<file path="config.mk">
export PLATFORM = sky130hd
export DESIGN_NAME = ipbf_lru_table
export DESIGN_NICKNAME = d
export VERILOG_FILES = /design/src/sv/ipbf_pkg.sv /design/src/sv/ipbf_lru_table.sv
export SDC_FILE = /design/constraint.sdc
export NUM_CORES = 2
export LEC_CHECK = 0
export ABC_AREA = 1
export ABC_CLOCK_PERIOD_IN_PS = 10500
export BUFFER_PORTS_ARGS = -buffer_cell sky130_fd_sc_hd__buf_2
export CELL_PAD_IN_SITES_DETAIL_PLACEMENT = 1
export CELL_PAD_IN_SITES_GLOBAL_PLACEMENT = 1
export CORE_MARGIN = 3
export CORE_UTILIZATION = 48
export CTS_BUF_LIST = sky130_fd_sc_hd__clkbuf_8
export CTS_CLUSTER_SIZE = 8
export DETAILED_ROUTE_END_ITERATION = 6
export PLACE_DENSITY = 0.81
export SLEW_MARGIN = 10
export SYNTH_ARGS = -nofsm -noshare
export SYNTH_HDL_FRONTEND = slang
export SYNTH_SLANG_ARGS = --single-unit
</file>
<file path="constraint.sdc">
create_clock -name i_clk -period 10.5 [get_ports i_clk]
set_input_delay 2.1 -clock i_clk [delete_from_list [all_inputs] [get_ports i_clk]]
set_output_delay 2.1 -clock i_clk [all_outputs]
set_load 0.01 [all_outputs]
</file>
<file path="src/sv/ipbf_pkg.sv">
// shared constants and types for the ipv4 blocklist packet filter
package ipbf_pkg;

    localparam int SourceEntriesDef = 32;
    localparam int BlockEntriesDef  = 32;

    // item opcodes
    localparam logic [1:0] OP_PACKET = 2'd0;
    localparam logic [1:0] OP_ADD    = 2'd1;
    localparam logic [1:0] OP_REMOVE = 2'd2;

    localparam logic [15:0] ETYPE_IPV4  = 16'h0800;
    localparam logic [15:0] MIN_IP_LEN  = 16'd34;
    localparam logic [15:0] MIN_TCP_LEN = 16'd54;
    localparam logic [15:0] MIN_UDP_LEN = 16'd42;

    localparam logic [7:0] PROTO_ICMP = 8'd1;
    localparam logic [7:0] PROTO_TCP  = 8'd6;
    localparam logic [7:0] PROTO_UDP  = 8'd17;

    // update command for one lru table
    typedef struct packed {
        logic ins;   // refresh on hit, insert on miss
        logic rfr;   // refresh only on hit
        logic rmv;   // remove on hit
    } t_tbl_cmd;

endpackage

</file>
<file path="src/sv/ipbf_lru_table.sv">
// exact-lru key table with parallel match, insert, refresh and remove
module ipbf_lru_table #(
    parameter int ENTRIES = 32
) (
    input  logic                       i_clk,
    input  logic                       i_rst_n,
    input  logic [31:0]                i_key,
    input  ipbf_pkg::t_tbl_cmd         i_cmd,
    input  logic                       i_en,
    output logic                       o_hit,
    output logic [$clog2(ENTRIES)-1:0] o_slot
);
    import ipbf_pkg::*;

    localparam int IW = $clog2(ENTRIES);
    localparam logic [IW-1:0] OldestAge = IW'(ENTRIES - 1);

    logic [31:0]   r_key   [ENTRIES];
    logic [IW-1:0] r_age   [ENTRIES];
    logic          r_valid [ENTRIES];

    logic          hit;
    logic [IW-1:0] hit_slot;
    logic [IW-1:0] free_slot;
    logic [IW-1:0] old_slot;
    logic          full;
    logic [IW-1:0] ins_slot;
    logic [IW-1:0] slot;
    logic [IW-1:0] rank;
    logic          rank_all;
    logic          do_touch;
    logic          do_ins;
    logic          do_rmv;

    // parallel match, free slot and oldest entry
    always_comb begin
        hit       = 1'b0;
        hit_slot  = '0;
        free_slot = '0;
        old_slot  = '0;
        full      = 1'b1;
        for (int i = ENTRIES - 1; i >= 0; i--) begin
            if (r_valid[i] && r_key[i] == i_key) begin
                hit      = 1'b1;
                hit_slot = IW'(i);
            end
            if (!r_valid[i]) begin
                full      = 1'b0;
                free_slot = IW'(i);
            end
            if (r_age[i] == OldestAge) begin
                old_slot = IW'(i);
            end
        end
    end

    assign ins_slot = full ? old_slot : free_slot;
    assign slot     = hit ? hit_slot : ins_slot;
    assign do_touch = i_en && hit && (i_cmd.ins || i_cmd.rfr);
    assign do_ins   = i_en && !hit && i_cmd.ins;
    assign do_rmv   = i_en && hit && i_cmd.rmv;
    // rank the touched entry held; a new entry into a free slot ages everyone
    assign rank     = hit ? r_age[hit_slot] : OldestAge;
    assign rank_all = do_ins && !full;

    // table update
    always_ff @(posedge i_clk) begin
        if (!i_rst_n) begin
            for (int i = 0; i < ENTRIES; i++) begin
                r_valid[i] <= 1'b0;
                r_age[i]   <= '0;
            end
        end else begin
            if (do_touch || do_ins) begin
                for (int i = 0; i < ENTRIES; i++) begin
                    if (IW'(i) == slot) begin
                        r_age[i]   <= '0;
                        r_valid[i] <= 1'b1;
                    end else if (r_valid[i] && (rank_all || r_age[i] < rank)) begin
                        r_age[i] <= r_age[i] + 1'b1;
                    end
                end
            end else if (do_rmv) begin
                for (int i = 0; i < ENTRIES; i++) begin
                    if (IW'(i) == hit_slot) begin
                        r_valid[i] <= 1'b0;
                        r_age[i]   <= '0;
                    end else if (r_valid[i] && r_age[i] > rank) begin
                        r_age[i] <= r_age[i] - 1'b1;
                    end
                end
            end
        end
    end

    // key storage
    always_ff @(posedge i_clk) begin
        if (do_ins) begin
            r_key[ins_slot] <= i_key;
        end
    end

    assign o_hit  = hit;
    assign o_slot = slot;

endmodule

</file>
==> results.py <==
metrics = {
    "worst_setup_path": {
        "cp-endpoint": "r_age[16][2]",
        "cpMaxStageDelayCell": "inv_1",
        "worst_setup_path_start_kind": "input pin",
        "arrival_ps": 10580,
        "slowest_delay_ps": 740,
        "cp-end-kind": "flip-flop",
        "crit_top_cell": "nand2_1",
        "critical_path_required_ps": 11110,
        "ff2ff_path_depth": 53,
        "reg2reg_from": "r_valid[1][14]",
        "cp_max_fo": 16,
        "cp-startpoint": "i_key[20]",
        "reg2reg_slack_ps": 1880,
        "reg2reg_to": "r_age[16][2]",
        "critical_path_class": "input pin to flip-flop",
    },
    "sta": {
        "tns_ps": 0,
        "setup_viol": 0,
        "finalHoldViolCount": 0,
        "fin_ws_ps": 530,
        "rsz0062_at_grt": "no",
        "drv_slew": 0,
        "min_period_over_period_pct": 95.0,
        "skew_ps": 66.7,
        "tightest_slew_ps": 1190,
        "fmax_ghz": 0.100,
        "min_period_ps": 9970,
        "slew_headroom_pct": 19.7,
    },
    "drt": {
        "ant_nets": 0,
        "wl_um": 262000,
        "vias": 55400,
        "drc": 0,
        "vias_per_cell": 6.54,
        "wl_per_cell_um": 31.0,
        "drt_pass1_iterations": 6,
        "drtIter0Drc": 7269,
    },
    "clock_network": {
        "post_cts_buffers": 0,
        "cts.sinks": 1216,
        "clk_path_buf_depth": 3,
        "cts_buffers": 203,
        "htree_num_levels": 4,
        "cts_root_buf": "clkbuf_8",
        "cts_tree": "built",
        "worstSkewPairLatency_ps": 960,
        "clk_pin_slew_ps": 60,
        "post_cts_resized": 0,
        "hold_buffers": 0,
    },
    "global_route": {
        "antenna_found_initial": 22,
        "grt_pass1_wl_um": 377000,
        "grt-ovfl-total": 0,
        "track_usage_pct": 37.3,
        "grt_pass1_vias": 57200,
        "grt_max_degree": 61,
    },
    "logic_synthesis": {
        "synth_area_mm2": 0.0643,
        "yosys_warnings": 0,
        "synth_nets": 6560,
        "postSynthAreaPerCell_um2": 10.2,
        "async_reset_ff_share_pct": 0,
        "ys.flop_type": "edfxtp_1",
        "synth_cells": 6330,
        "synth-seq-cells": 1216,
        "synth-seq-area-share_pct": 56.5,
        "ys_types": 68,
        "synth_edf_count": 1199,
    },
    "floorplanning": {
        "dieHeight_um": 372,
        "pin_count": 44,
        "die_w_um": 372,
        "row_count": 133,
        "die_area_mm2": 0.138,
        "initial_core_util_pct": 48.6,
        "core_mm2": 0.132,
    },
    "layout": {
        "area_growth_pct": 10.7,
        "layout-drive-gt1-share_pct": 10.7,
        "nets": 6770,
        "fin_util_pct": 53.8,
        "fin_area_mm2": 0.0712,
        "layout_common_cells": "1252 x nand2_1, 1199 x edfxtp_1, 570 x inv_1",
        "layout_commonest_cell": "nand2_1",
    },
    "status": {
        "outcome": "finished clean",
    },
    "power_and_ir_drop": {
        "powerDensity_mw_per_mm2": 146,
        "ir_worst_vdd_v": 0.000147,
        "leakage_nw": 26.8,
        "power_w": 0.0104,
    },
    "placement": {
        "place_congestion": 1.00,
        "place.port_buffers": 43,
        "placed_area_mm2": 0.0674,
        "place_hpwl_um": 175000,
        "dp_worst_setup_slack_ps": 54.4,
    },
    "run": {
        "cap_violations": 0,
    },
    "worst_hold_path": {
        "hold_path.class": "flip-flop to flip-flop",
    },
}
[power breakdown]
group | leakage (nW) | total (W) | internal (W) | switching [W]
Clock | 2.15 | 0.00411 | 0.00202 | 0.00209
Sequential | 11.2 | 0.00544 | 0.00538 | 0.0000690
Combinational | 13.5 | 0.000867 | 0.000232 | 0.000636
[metrics by stage]
step	instances	hold slack [ps]
detailed placement	8090	613
global route	8450	637
floorplan	6330	489
finish	8465	614
CTS	8446	621
global placement	8090	613
[critical path: cells and delay by family]
kind,cells,cell delay (ps)
buffers and inverters,5,2270
and+or+nand+nor,35,4100
AOI/OAI and AO/OA,8,1730
adders and majority gates,1,320
[kinds of logic (layout without fill, tap and decap cells)]
family	after synthesis	in the layout	synth area share, %
AND/OR/NAND/NOR	2624	2624	18.1
AO/OA/AOI/OAI	1036	1036	10.1
flip-flops	1216	1216	56.5
adder cells (fa/ha/maj)	192	192	3.73
buffers and inverters	818	1179	5.49
other	0	19	0
XOR/XNOR	444	444	6.04
[synth_stat cells, types with 70 or more instances]
cell type	count	share of area (%)
nand2_1	1253	7.3
nor4_1	78	0.76
o22ai_1	177	1.7
nand3_1	380	3.0
buf_2	105	0.82
o21ai_0	322	2.5
nor2_1	499	2.9
xnor2_1	239	3.3
edfxtp_1	1199	56
nand4_1	146	1.4
inv_1	504	2.9
clkbuf_1	70	0.41
xor2_1	205	2.8
a21oi_1	142	1.1
ha_1	192	3.7
[layer usage]
metal  vias to the layer above  share of wire, %  track usage, %
li1                      22900                 -               -
met1                     27200                34            43.7
met2                      4039                45            58.8
met3                      1247                12            10.0
met4                        14               8.5            28.0
met5                         -             0.034               0
[cell type report]
| type | instances | area, µm² |
|---|---|---|
| multi-input cells | 4296 | 24600 |
| well taps | 1755 | 2200 |
| diodes | 19 | 47.5 |
| clock inverters | 147 | 877 |
| flip-flops and latches | 1216 | 36300 |
| repair buffers | 259 | 2140 |
| inverters | 564 | 2120 |
| clock buffers | 209 | 2880 |
| fillers | 14600 | 61100 |
[flip-flops by register name (all words and copies together) (netlist names)]
register	count
r_key	1024
r_valid	32
r_age	160
[worst min-delay path by stage]
stage                  start       endpoint  cells after the start
6_report        r_age[29][0]   r_age[29][0]                      1
5_1_grt         r_age[23][0]   r_age[23][0]                      1
4_1_cts         r_age[29][0]   r_age[29][0]                      1
3_5_place_dp    r_age[29][0]   r_age[29][0]                      1
3_3_place_gp    r_age[29][0]   r_age[29][0]                      1
2_1_floorplan  r_valid[1][6]  r_valid[1][6]                      2
Note: power is estimated with default switching activity, not from simulation.
